File: src/rmpp_pkg.sv
package rmpp_pkg;

	// Fixed field widths
	localparam int CHAN_W     = 8;
	localparam int WORD_W     = 32;
	localparam int ADDR_W     = 28;
	localparam int BPP_W      = 3;
	localparam int PITCH_W    = 16;
	localparam int DIM_W      = 13;
	localparam int CFG_IDX_W  = 3;
	localparam int CFG_DATA_W = 32;
	// Wide enough to hold any 13-bit frame dimension (up to 8191)
	localparam int DIM_CALC_W = 17;

	// Default geometry limits
	localparam int DEF_MAX_WIDTH  = 4096;
	localparam int DEF_MAX_HEIGHT = 4096;

	// Register reset values
	localparam logic [WORD_W-1:0]  RED_MASK_RST     = 32'h00FF_0000;
	localparam logic [WORD_W-1:0]  GREEN_MASK_RST   = 32'h0000_FF00;
	localparam logic [WORD_W-1:0]  BLUE_MASK_RST    = 32'h0000_00FF;
	localparam logic [BPP_W-1:0]   BPP_RST          = 3'd4;
	localparam logic [PITCH_W-1:0] ROW_PITCH_RST    = 16'd4096;
	localparam logic [DIM_W-1:0]   IMAGE_WIDTH_RST  = 13'd1024;
	localparam logic [DIM_W-1:0]   IMAGE_HEIGHT_RST = 13'd1024;

	// Pixel size codes
	localparam logic [BPP_W-1:0] BPP_ONE   = 3'd1;
	localparam logic [BPP_W-1:0] BPP_TWO   = 3'd2;
	localparam logic [BPP_W-1:0] BPP_THREE = 3'd3;
	localparam logic [BPP_W-1:0] BPP_FOUR  = 3'd4;

	typedef enum logic [CFG_IDX_W-1:0] {
		CFG_RED_MASK     = 3'd0,
		CFG_GREEN_MASK   = 3'd1,
		CFG_BLUE_MASK    = 3'd2,
		CFG_BPP          = 3'd3,
		CFG_ROW_PITCH    = 3'd4,
		CFG_IMAGE_WIDTH  = 3'd5,
		CFG_IMAGE_HEIGHT = 3'd6
	} cfg_index_t;

	typedef struct packed {
		logic [CHAN_W-1:0] blue;
		logic [CHAN_W-1:0] green;
		logic [CHAN_W-1:0] red;
	} pix_beat_t;

	typedef struct packed {
		logic [WORD_W-1:0] pixel_word;
		logic [ADDR_W-1:0] byte_address;
		logic [BPP_W-1:0]  byte_count;
		logic              row_end;
		logic              frame_end;
	} res_beat_t;

	// Effective format settings (pixel size already forced into 1..4)
	typedef struct packed {
		logic [WORD_W-1:0]  red_mask;
		logic [WORD_W-1:0]  green_mask;
		logic [WORD_W-1:0]  blue_mask;
		logic [BPP_W-1:0]   bpp;
		logic [PITCH_W-1:0] row_pitch;
	} fmt_cfg_t;

	// Raster position of the pixel being accepted
	typedef struct packed {
		logic [ADDR_W-1:0] byte_address;
		logic              row_end;
		logic              frame_end;
	} pos_t;

endpackage

File: src/rgb888_to_masked_pixel_packer.sv
// RGB888 to masked pixel packer.
// Input channel (pix_valid / pix_stall / pix_data): one beat per source pixel,
// blue, green, red bytes, in raster order. Output channel (res_valid /
// res_stall / res_data): one beat per input beat, in the same order, with the
// packed pixel word, its byte address in the surface, byte count and
// end-of-row / end-of-frame marks.
// Configuration port (cfg_we / cfg_index / cfg_data): write-only registers
// for the three channel masks, pixel size, row pitch, width and height.
// Write them only while no beat is in flight.
// Stage 1 captures the pixel with its raster position and address; stage 2
// holds the packed result. Throughput: one beat per cycle while res_stall is
// low, set by the two pipeline registers; the raster counter advances once
// per accepted beat.
// Stall: res_stall holds stage 2; stage 1 keeps taking a beat while stage 2
// is full but draining, and pix_stall rises only when both stages are full
// and the receiver stalls.
// Reset: arst_n clears the pipeline valids, the raster position (row 0,
// column 0) and loads the default register values (8:8:8 in 32-bit words,
// 4096-byte pitch, 1024x1024 frame).
module rgb888_to_masked_pixel_packer #(
	parameter int MAX_WIDTH  = rmpp_pkg::DEF_MAX_WIDTH,
	parameter int MAX_HEIGHT = rmpp_pkg::DEF_MAX_HEIGHT
) (
	input  logic                             clk,
	input  logic                             arst_n,
	input  logic                             pix_valid,
	output logic                             pix_stall,
	input  rmpp_pkg::pix_beat_t              pix_data,
	output logic                             res_valid,
	input  logic                             res_stall,
	output rmpp_pkg::res_beat_t              res_data,
	input  logic                             cfg_we,
	input  logic [rmpp_pkg::CFG_IDX_W-1:0]   cfg_index,
	input  logic [rmpp_pkg::CFG_DATA_W-1:0]  cfg_data
);
	import rmpp_pkg::*;

	localparam int COL_W = (MAX_WIDTH > 1) ? $clog2(MAX_WIDTH) : 1;
	localparam int ROW_W = (MAX_HEIGHT > 1) ? $clog2(MAX_HEIGHT) : 1;

	fmt_cfg_t          fmt;
	logic [COL_W-1:0]  last_col;
	logic [ROW_W-1:0]  last_row;
	pos_t              pos;
	logic              pix_accept;

	// pipeline state
	logic              valid_s1;
	pix_beat_t         pix_s1;
	pos_t              pos_s1;
	logic              valid_s2;
	res_beat_t         res_s2;
	logic              stall_s1;
	logic              stall_s2;
	logic              adv_s2;
	logic [WORD_W-1:0] packed_word;

	rmpp_cfg_regs #(
		.MAX_WIDTH  (MAX_WIDTH),
		.MAX_HEIGHT (MAX_HEIGHT),
		.COL_W      (COL_W),
		.ROW_W      (ROW_W)
	) u_cfg (
		.clk       (clk),
		.arst_n    (arst_n),
		.cfg_we    (cfg_we),
		.cfg_index (cfg_index),
		.cfg_data  (cfg_data),
		.fmt       (fmt),
		.last_col  (last_col),
		.last_row  (last_row)
	);

	// raster position steps once per accepted beat
	rmpp_raster #(
		.MAX_WIDTH  (MAX_WIDTH),
		.MAX_HEIGHT (MAX_HEIGHT),
		.COL_W      (COL_W),
		.ROW_W      (ROW_W)
	) u_raster (
		.clk       (clk),
		.arst_n    (arst_n),
		.advance   (pix_accept),
		.last_col  (last_col),
		.last_row  (last_row),
		.bpp       (fmt.bpp),
		.row_pitch (fmt.row_pitch),
		.pos       (pos)
	);

	// stage 2 pixel formatting from the stage 1 pixel
	rmpp_pack u_pack (
		.pix        (pix_s1),
		.fmt        (fmt),
		.pixel_word (packed_word)
	);

	// stall chain: a stage holds only when it is full and the next one holds
	assign stall_s2   = valid_s2 && res_stall;
	assign stall_s1   = valid_s1 && stall_s2;
	assign adv_s2     = valid_s1 && !stall_s2;
	assign pix_stall  = stall_s1;
	assign pix_accept = pix_valid && !stall_s1;

	always_ff @(posedge clk or negedge arst_n) begin
		if (!arst_n) begin
			valid_s1 <= 1'b0;
			valid_s2 <= 1'b0;
		end else begin
			if (!stall_s1) begin
				valid_s1 <= pix_valid;
			end
			if (!stall_s2) begin
				valid_s2 <= valid_s1;
			end
		end
	end

	// payload registers, no reset
	always_ff @(posedge clk) begin
		if (pix_accept) begin
			pix_s1 <= pix_data;
			pos_s1 <= pos;
		end
		if (adv_s2) begin
			res_s2.pixel_word   <= packed_word;
			res_s2.byte_address <= pos_s1.byte_address;
			res_s2.byte_count   <= fmt.bpp;
			res_s2.row_end      <= pos_s1.row_end;
			res_s2.frame_end    <= pos_s1.frame_end;
		end
	end

	assign res_valid = valid_s2;
	assign res_data  = res_s2;

endmodule

File: src/rmpp_cfg_regs.sv
module rmpp_cfg_regs #(
	parameter int MAX_WIDTH  = rmpp_pkg::DEF_MAX_WIDTH,
	parameter int MAX_HEIGHT = rmpp_pkg::DEF_MAX_HEIGHT,
	parameter int COL_W      = (MAX_WIDTH > 1) ? $clog2(MAX_WIDTH) : 1,
	parameter int ROW_W      = (MAX_HEIGHT > 1) ? $clog2(MAX_HEIGHT) : 1
) (
	input  logic                                 clk,
	input  logic                                 arst_n,
	input  logic                                 cfg_we,
	input  logic [rmpp_pkg::CFG_IDX_W-1:0]       cfg_index,
	input  logic [rmpp_pkg::CFG_DATA_W-1:0]      cfg_data,
	output rmpp_pkg::fmt_cfg_t                   fmt,
	output logic [COL_W-1:0]                     last_col,
	output logic [ROW_W-1:0]                     last_row
);
	import rmpp_pkg::*;

	logic [WORD_W-1:0]     red_mask_q;
	logic [WORD_W-1:0]     green_mask_q;
	logic [WORD_W-1:0]     blue_mask_q;
	logic [BPP_W-1:0]      bpp_q;
	logic [PITCH_W-1:0]    row_pitch_q;
	logic [DIM_W-1:0]      width_q;
	logic [DIM_W-1:0]      height_q;
	logic [BPP_W-1:0]      bpp_eff;
	logic [DIM_CALC_W-1:0] w_ext;
	logic [DIM_CALC_W-1:0] h_ext;
	logic [DIM_CALC_W-1:0] w_last;
	logic [DIM_CALC_W-1:0] h_last;

	always_ff @(posedge clk or negedge arst_n) begin
		if (!arst_n) begin
			red_mask_q   <= RED_MASK_RST;
			green_mask_q <= GREEN_MASK_RST;
			blue_mask_q  <= BLUE_MASK_RST;
			bpp_q        <= BPP_RST;
			row_pitch_q  <= ROW_PITCH_RST;
			width_q      <= IMAGE_WIDTH_RST;
			height_q     <= IMAGE_HEIGHT_RST;
		end else if (cfg_we) begin
			case (cfg_index)
				CFG_RED_MASK:     red_mask_q   <= cfg_data[WORD_W-1:0];
				CFG_GREEN_MASK:   green_mask_q <= cfg_data[WORD_W-1:0];
				CFG_BLUE_MASK:    blue_mask_q  <= cfg_data[WORD_W-1:0];
				CFG_BPP:          bpp_q        <= cfg_data[BPP_W-1:0];
				CFG_ROW_PITCH:    row_pitch_q  <= cfg_data[PITCH_W-1:0];
				CFG_IMAGE_WIDTH:  width_q      <= cfg_data[DIM_W-1:0];
				CFG_IMAGE_HEIGHT: height_q     <= cfg_data[DIM_W-1:0];
				default: ;
			endcase
		end
	end

	// size 0 behaves as 1, sizes above 4 behave as 4
	always_comb begin
		if (bpp_q == '0) begin
			bpp_eff = BPP_ONE;
		end else if (bpp_q > BPP_FOUR) begin
			bpp_eff = BPP_FOUR;
		end else begin
			bpp_eff = bpp_q;
		end
	end

	// last column/row index with 0 -> 1 and clamp to the build-time maximum
	always_comb begin
		w_ext = DIM_CALC_W'(width_q);
		h_ext = DIM_CALC_W'(height_q);
		if (w_ext == '0) begin
			w_last = '0;
		end else if (w_ext > DIM_CALC_W'(MAX_WIDTH)) begin
			w_last = DIM_CALC_W'(MAX_WIDTH - 1);
		end else begin
			w_last = w_ext - 1'b1;
		end
		if (h_ext == '0) begin
			h_last = '0;
		end else if (h_ext > DIM_CALC_W'(MAX_HEIGHT)) begin
			h_last = DIM_CALC_W'(MAX_HEIGHT - 1);
		end else begin
			h_last = h_ext - 1'b1;
		end
	end

	assign last_col = w_last[COL_W-1:0];
	assign last_row = h_last[ROW_W-1:0];

	assign fmt.red_mask   = red_mask_q;
	assign fmt.green_mask = green_mask_q;
	assign fmt.blue_mask  = blue_mask_q;
	assign fmt.bpp        = bpp_eff;
	assign fmt.row_pitch  = row_pitch_q;

endmodule

File: src/rmpp_raster.sv
module rmpp_raster #(
	parameter int MAX_WIDTH  = rmpp_pkg::DEF_MAX_WIDTH,
	parameter int MAX_HEIGHT = rmpp_pkg::DEF_MAX_HEIGHT,
	parameter int COL_W      = (MAX_WIDTH > 1) ? $clog2(MAX_WIDTH) : 1,
	parameter int ROW_W      = (MAX_HEIGHT > 1) ? $clog2(MAX_HEIGHT) : 1
) (
	input  logic                          clk,
	input  logic                          arst_n,
	input  logic                          advance,
	input  logic [COL_W-1:0]              last_col,
	input  logic [ROW_W-1:0]              last_row,
	input  logic [rmpp_pkg::BPP_W-1:0]    bpp,
	input  logic [rmpp_pkg::PITCH_W-1:0]  row_pitch,
	output rmpp_pkg::pos_t                pos
);
	import rmpp_pkg::*;

	localparam int PROD_W = COL_W + BPP_W;

	logic [COL_W-1:0]  col_q;
	logic [ROW_W-1:0]  row_q;
	logic [ADDR_W-1:0] row_start_q;
	logic [PROD_W-1:0] col_offset;
	logic              row_end;
	logic              frame_end;

	// column * pixel size, small multiply
	assign col_offset = PROD_W'(col_q) * PROD_W'(bpp);

	// at or beyond the last index counts as the last one
	assign row_end   = (col_q >= last_col);
	assign frame_end = row_end && (row_q >= last_row);

	assign pos.byte_address = row_start_q + ADDR_W'(col_offset);
	assign pos.row_end      = row_end;
	assign pos.frame_end    = frame_end;

	always_ff @(posedge clk or negedge arst_n) begin
		if (!arst_n) begin
			col_q       <= '0;
			row_q       <= '0;
			row_start_q <= '0;
		end else if (advance) begin
			if (frame_end) begin
				col_q       <= '0;
				row_q       <= '0;
				row_start_q <= '0;
			end else if (row_end) begin
				col_q       <= '0;
				row_q       <= row_q + 1'b1;
				row_start_q <= row_start_q + ADDR_W'(row_pitch);
			end else begin
				col_q <= col_q + 1'b1;
			end
		end
	end

endmodule

File: src/rmpp_pack.sv
module rmpp_pack (
	input  rmpp_pkg::pix_beat_t          pix,
	input  rmpp_pkg::fmt_cfg_t           fmt,
	output logic [rmpp_pkg::WORD_W-1:0]  pixel_word
);
	import rmpp_pkg::*;

	logic [WORD_W-1:0] merged;

	// Top-align the byte under the mask's highest set bit, then mask.
	// A zero mask gives zero through the final AND.
	function automatic logic [WORD_W-1:0] place_channel(
		input logic [CHAN_W-1:0] chan,
		input logic [WORD_W-1:0] mask
	);
		logic [4:0]        top;
		logic [WORD_W-1:0] word;
		top = '0;
		for (int i = 0; i < WORD_W; i++) begin
			if (mask[i]) begin
				top = 5'(i);
			end
		end
		word = {chan, 24'd0} >> (5'd31 - top);
		return word & mask;
	endfunction

	assign merged = place_channel(pix.blue, fmt.blue_mask)
	              | place_channel(pix.green, fmt.green_mask)
	              | place_channel(pix.red, fmt.red_mask);

	// bytes at and above the pixel size are dropped
	always_comb begin
		case (fmt.bpp)
			BPP_ONE:   pixel_word = merged & 32'h0000_00FF;
			BPP_TWO:   pixel_word = merged & 32'h0000_FFFF;
			BPP_THREE: pixel_word = merged & 32'h00FF_FFFF;
			default:   pixel_word = merged;
		endcase
	end

endmodule

File: config.mk
export PLATFORM = sky130hd
export DESIGN_NAME = rgb888_to_masked_pixel_packer
export DESIGN_NICKNAME = d
export VERILOG_FILES = /design/src/rmpp_pkg.sv /design/src/rgb888_to_masked_pixel_packer.sv /design/src/rmpp_cfg_regs.sv /design/src/rmpp_raster.sv /design/src/rmpp_pack.sv
export SDC_FILE = /design/constraint.sdc
export NUM_CORES = 1
export LEC_CHECK = 0
export ABC_AREA = 1
export BUFFER_PORTS_ARGS = -buffer_cell sky130_fd_sc_hd__buf_2
export CORE_MARGIN = 3
export CORE_UTILIZATION = 62
export CTS_CLUSTER_DIAMETER = 40
export DETAILED_ROUTE_END_ITERATION = 6
export HOLD_SLACK_MARGIN = 0.03
export PLACE_DENSITY_LB_ADDON = 0.25
export SYNTH_ARGS = -nofsm -noshare
export SYNTH_HDL_FRONTEND = slang
export SYNTH_HIERARCHICAL = 1
export SYNTH_SLANG_ARGS = --single-unit
File: constraint.sdc
create_clock -name clk -period 4.9 [get_ports clk]
set_input_delay 0 -clock clk [delete_from_list [all_inputs] [get_ports clk]]
set_output_delay 0 -clock clk [all_outputs]
set_load 0.05 [all_outputs]
======== Yosys cells after proc, flatten, opt, wreduce, memory -nomap -nowiden ========
Cells that the tools add are included.
W data, S select, Z words.
operators by class
  add/subtract/negate cells ............... 9
  multipliers ............................. 1
  order comparisons ....................... 5
  equal/unequal tests ..................... 9
  shift-type cells ........................ 3
  multiplexer cells ....................... 106
  bitwise gates (word level) .............. 5
  reductions and logical operators ........ 20
operator list
  cell                     count
  $mux W5                  62
  $and A32 B32 Y32         3
  $mux W12                 8
  $pmux W32 S3             1
  $shr A32 B5 Y32          3
  $mux W4                  16
  $or A32 B32 Y32          2
  $mux W28                 2
  $mux W3                  10
  $add A28 B15 Y28         1
  $add A28 B16 Y28         1
  $gt A13 B13 Y1 const B   2
  $logic_not A13 Y1        2
  $add A12 B1 Y12 const B  2
  $ge A12 B12 Y1           2
  $sub A12 B1 Y12 const B  2
  $reduce_and A2 Y1        8
  $mul A12 B3 Y15          1
  $sub A5 B5 Y5 const A    3
  $eq A3 B2 Y1 const B     4
  $eq A3 B3 Y1 const B     3
  $mux W2                  4
  $eq A3 B1 Y1 const B     2
  $logic_not A3 Y1         2
  other kinds (5)          12
storage, ports and cells
  flip-flop bits (word level) ............. 314
  output and inout port bits .............. 67
  logic and storage cells ................. 181

======== Depth between registers and ports, before layout ========
  depth in word-level cells ............... 37
  gate-level depth with buffers ........... 42
  depth with buffers taken out ............ 42

======== By module ========
Netlist, hierarchy kept.
modules (own cells, without submodules)
  module                         times used  cells each  area each (µm²)  seq. area each (µm²)
  rmpp_raster                    1           1019        6486.2           1301.2
  rmpp_cfg_regs                  1           671         6019.5           3563.4
  rmpp_pack                      1           867         3947.5           0.0
  rgb888_to_masked_pixel_packer  1           131         3668.5           3623.5

======== Worst setup path after synthesis ========
No wires, ideal clock.
  path kind ............................... reg2reg
  from .................................... register valid_s2, in the netlist res_valid
  to ...................................... register res_s2, in the netlist res_data[0] (enable)
  setup time .............................. 509 ps
  arrival time ............................ 3852 ps
  slack ................................... 539 ps
  cell stages (with the launch flop) ...... 2
  period minus slack after synthesis ...... 4361 ps
  cell sequence ........................... dfrtp_1 a21oi_1
on the way
  longest elaborated chain between the ends .. 3
ends and longest elaborated chain
  what                      RTL line                              RTL
  start: declaration        rgb888_to_masked_pixel_packer.sv:51   logic valid_s2;
  start signal: assignment  rgb888_to_masked_pixel_packer.sv:114  valid_s2 <= valid_s1;
  $logic_and A1 B1 Y1       rgb888_to_masked_pixel_packer.sv:99   assign stall_s2 = valid_s2 && res_stall;
  $logic_not A1 Y1          --
  $logic_and A1 B1 Y1       rgb888_to_masked_pixel_packer.sv:101  assign adv_s2 = valid_s1 && !stall_s2;
  via adv_s2                rgb888_to_masked_pixel_packer.sv:55   logic adv_s2;
  end: declaration          rgb888_to_masked_pixel_packer.sv:52   res_beat_t res_s2;
The timed path passes the listed nets, and every way through them passes these cells.
A chain may end at the register's enable or synchronous reset.

==> out/summary.txt <==
outcome: finished clean
Async SR Flop Fraction: 62.1%
Slew Limit Fails: 0
period utilization: 91.6%
area leader, netlist: dfrtp_1
Total Routing Usage GR: 37.5%
layout net count: 3029
Peak VDD IR: 0.000445 V
Tightest Pin Transition: 1160 ps
startpoint types: flip-flop
setup ws final: 411 ps
post_cts resized: 0
CP Capture Type: flip-flop
I/O Buffers: 130
Setup WS pre-CTS: 497 ps
Area contributors post-synth: dfrtp_1, edfxtp_1, nand2_1, inv_1, nand3_1
vias in the first global route: 18.1k
CTS tree: yes
Leakage: 12.1 nW
grt total ovfl: 0
EDFF count, synth: 119
max-cap violations: 0
CP Depth: 11
crit-path max cell delay: 840 ps
GPL Wtd Cong: 1.04
Worst-path clk slew: 50 ps
first-pass GRT wire length: 99900 um
count of final hold-check violations: 0
Die W: 186 um
H-tree depth: 2
latest clock arrival within the worst-skew pair: 590 ps
HP Class: input port to asynchronous set/reset pin
Yosys warning count: 6
Layout area overhead: 16.2%
Worst Path Buf+Inv: 0
Die Ht: 186 um
core footprint: 0.0318 mm2
Cells after Synth: 2688
Num CTS Buffers: 49
Via Count: 19.3k
cell family with most CP delay: adder cells
slowest cell on the critical path: nor2_1
DRT Pass-1 Iters: 7
Cell Rows: 65
hpwl dp: 47100 um
final core area utilization: 73.6%
post-CTS setup buffers: 0
pwr/cell area: 516 mW/mm2
syn_area_per_cell: 7.49 um2
Cell Area, Synth: 0.0201 mm2
drt total wl: 64200 um
final hold slack: 25.2 ps
worst reg-to-reg path cell count: 11
post-DR wirelength/cell: 19.1 um
# setup viols final: 0
post-synthesis sequential area ratio: 42.2%
Max FO, Critical Path: 17
ANT nets after route: 0
initial core utilization: 63.3%
io pins: 131
setup TNS: 0 ps
ys flop type: dfrtp_1
Worst Skew: 14.5 ps
top cell type's share of synthesized area: 20.8%
unrepaired setup endpoints after global routing: false
Slew HR: 22.6%
fin crit period: 4490 ps
crit path kind: flip-flop to flip-flop
layout cells sized above 1: 12.6%
#FFs+latches synth: 314
crit path cell chain: nor2_1 > nand2_1 > fa_1 > fa_1 > fa_1 > o21ai_2 > a21oi_2 > o21ai_2 > nand2_1 > o21ai_1 > nand2_1
Mapped Nets: 2840
CTS root buf: clkbuf_16
synth unique cells: 47
initial DRC count: 2373
DRC: 0
largest net degree at the start of global routing: 92
initial antenna violation count: 1
Critical Path RT: 5230 ps
f_max: 0.223 GHz
full die area: 0.0347 mm2
vias per inst: 5.75
WP data arrival: 4820 ps
clock sinks: 314
Max Root-Sink Buffers: 3
logic make-up after synthesis:
kind of cell    count (synthesis)  share of synthesized area, %
simple gates                 1417                          31.1
buf+inv                       512                          10.2
flops                         314                          42.2
compound gates                313                          8.21
fa+ha+maj                      88                          6.37
xor+xnor                       44                          1.92
worst register-to-register path, delay by kind of cell, from the launching register on:
kind | cells | cell delay (ps)
adders and majority gates | 3 | 1470
and+or+nand+nor | 4 | 1290
AOI/OAI and AO/OA | 4 | 1050
DFF | 1 | 450
sequential cells by signal (all words and copies together), names as in the netlist, 13 cells and up:
name	cells
u_cfg/width_q	13
u_cfg/red_mask_q	32
u_raster/row_start_q	28
res_data	65
pos_s1	30
u_cfg/row_pitch_q	16
pix_s1	24
u_cfg/height_q	13
u_cfg/blue_mask_q	32
u_cfg/green_mask_q	32
path summary, 6_finish.rpt:
kind,end,start,slack [ps]
min reg2reg,res_data[5],pos_s1[2],420
min,u_cfg/green_mask_q[28],arst_n,30
max reg2reg,pos_s1[25],u_cfg/bpp_q[2],410
max,pos_s1[25],u_cfg/bpp_q[2],410
max in group asynchronous,u_raster/row_start_q[25],arst_n,3590
min in group clk,u_cfg/bpp_q[2],cfg_we,100
layout make-up:
| cell class | instances | area (um2) |
|---|---|---|
| multi-input combinational | 1862 | 9580 |
| sequential | 314 | 8490 |
| fill | 2412 | 8410 |
| inverter | 445 | 1680 |
| timing repair buffer | 205 | 1380 |
| clock buffer | 53 | 1320 |
| tap | 435 | 544 |
| clock inverter | 38 | 402 |
| antenna | 1 | 2.50 |
routing by layer:
layer  up-vias  wire length [um]  GRT usage [%]
met5         -                 0              0
met4         0              2470           14.1
met3       168              7520           8.58
met2      1095             27400           56.1
met1      9041             26800           53.9
li1       8972                 -              -
metrics by stage:
stage / cell area, um2 / std cells / power, mW
3_3_place_gp: 21000 / 3198 / 8.11
3_5_place_dp: 21000 / 3198 / 8.28
4_1_cts: 23400 / 3352 / 11.9
2_1_floorplan: 20100 / 2688 / 7.03
5_1_grt: 23400 / 3353 / 12.8
6_report: 23400 / 3353 / 12.1
cell usage after synthesis, types with 13 or more instances:
cell type,instances
nand4_1,64
fa_1,24
inv_1,430
xnor2_1,24
o21ai_0,181
nand3_1,236
o21ai_1,33
a21oi_1,66
nand2_4,17
nand2_2,31
nand2_1,831
dfstp_2,28
nand3_2,18
nor2_1,172
clkbuf_1,23
xor2_1,20
buf_2,24
nor3_1,13
ha_1,64
edfxtp_1,119
dfrtp_1,167
cells in the final DEF (no fill, tap or decap), types with 10 or more instances in the layout:
| master | instances |
|---|---|
| dfstp_2 | 28 |
| nor2_2 | 12 |
| ha_1 | 64 |
| clkbuf_16 | 52 |
| buf_4 | 12 |
| dlygate4sd3_1 | 63 |
| nand3_1 | 236 |
| dfrtp_1 | 167 |
| o21ai_1 | 33 |
| inv_1 | 429 |
| nand2_4 | 17 |
| nand2_1 | 831 |
| xnor2_1 | 24 |
| fa_1 | 24 |
| a21oi_1 | 65 |
| clkinv_1 | 10 |
| edfxtp_1 | 119 |
| nand4_1 | 64 |
| nor2_1 | 172 |
| nand3_2 | 18 |
| xor2_1 | 20 |
| nand2_2 | 31 |
| nor3_1 | 13 |
| o21ai_0 | 181 |
| buf_2 | 129 |
where the power goes:
part           switching, mW  internal [mW]
Clock                   1.39           2.20
Sequential             0.595           3.38
Combinational           3.09           1.42
what timing repair did:
| action | CTS | global route |
|---|---|---|
| hold endpoints to repair | 256 | 0 |
| hold buffers | 63 | 0 |
| setup endpoints to repair | 0 | 0 |
Note: power is estimated with default switching activity, not from simulation.
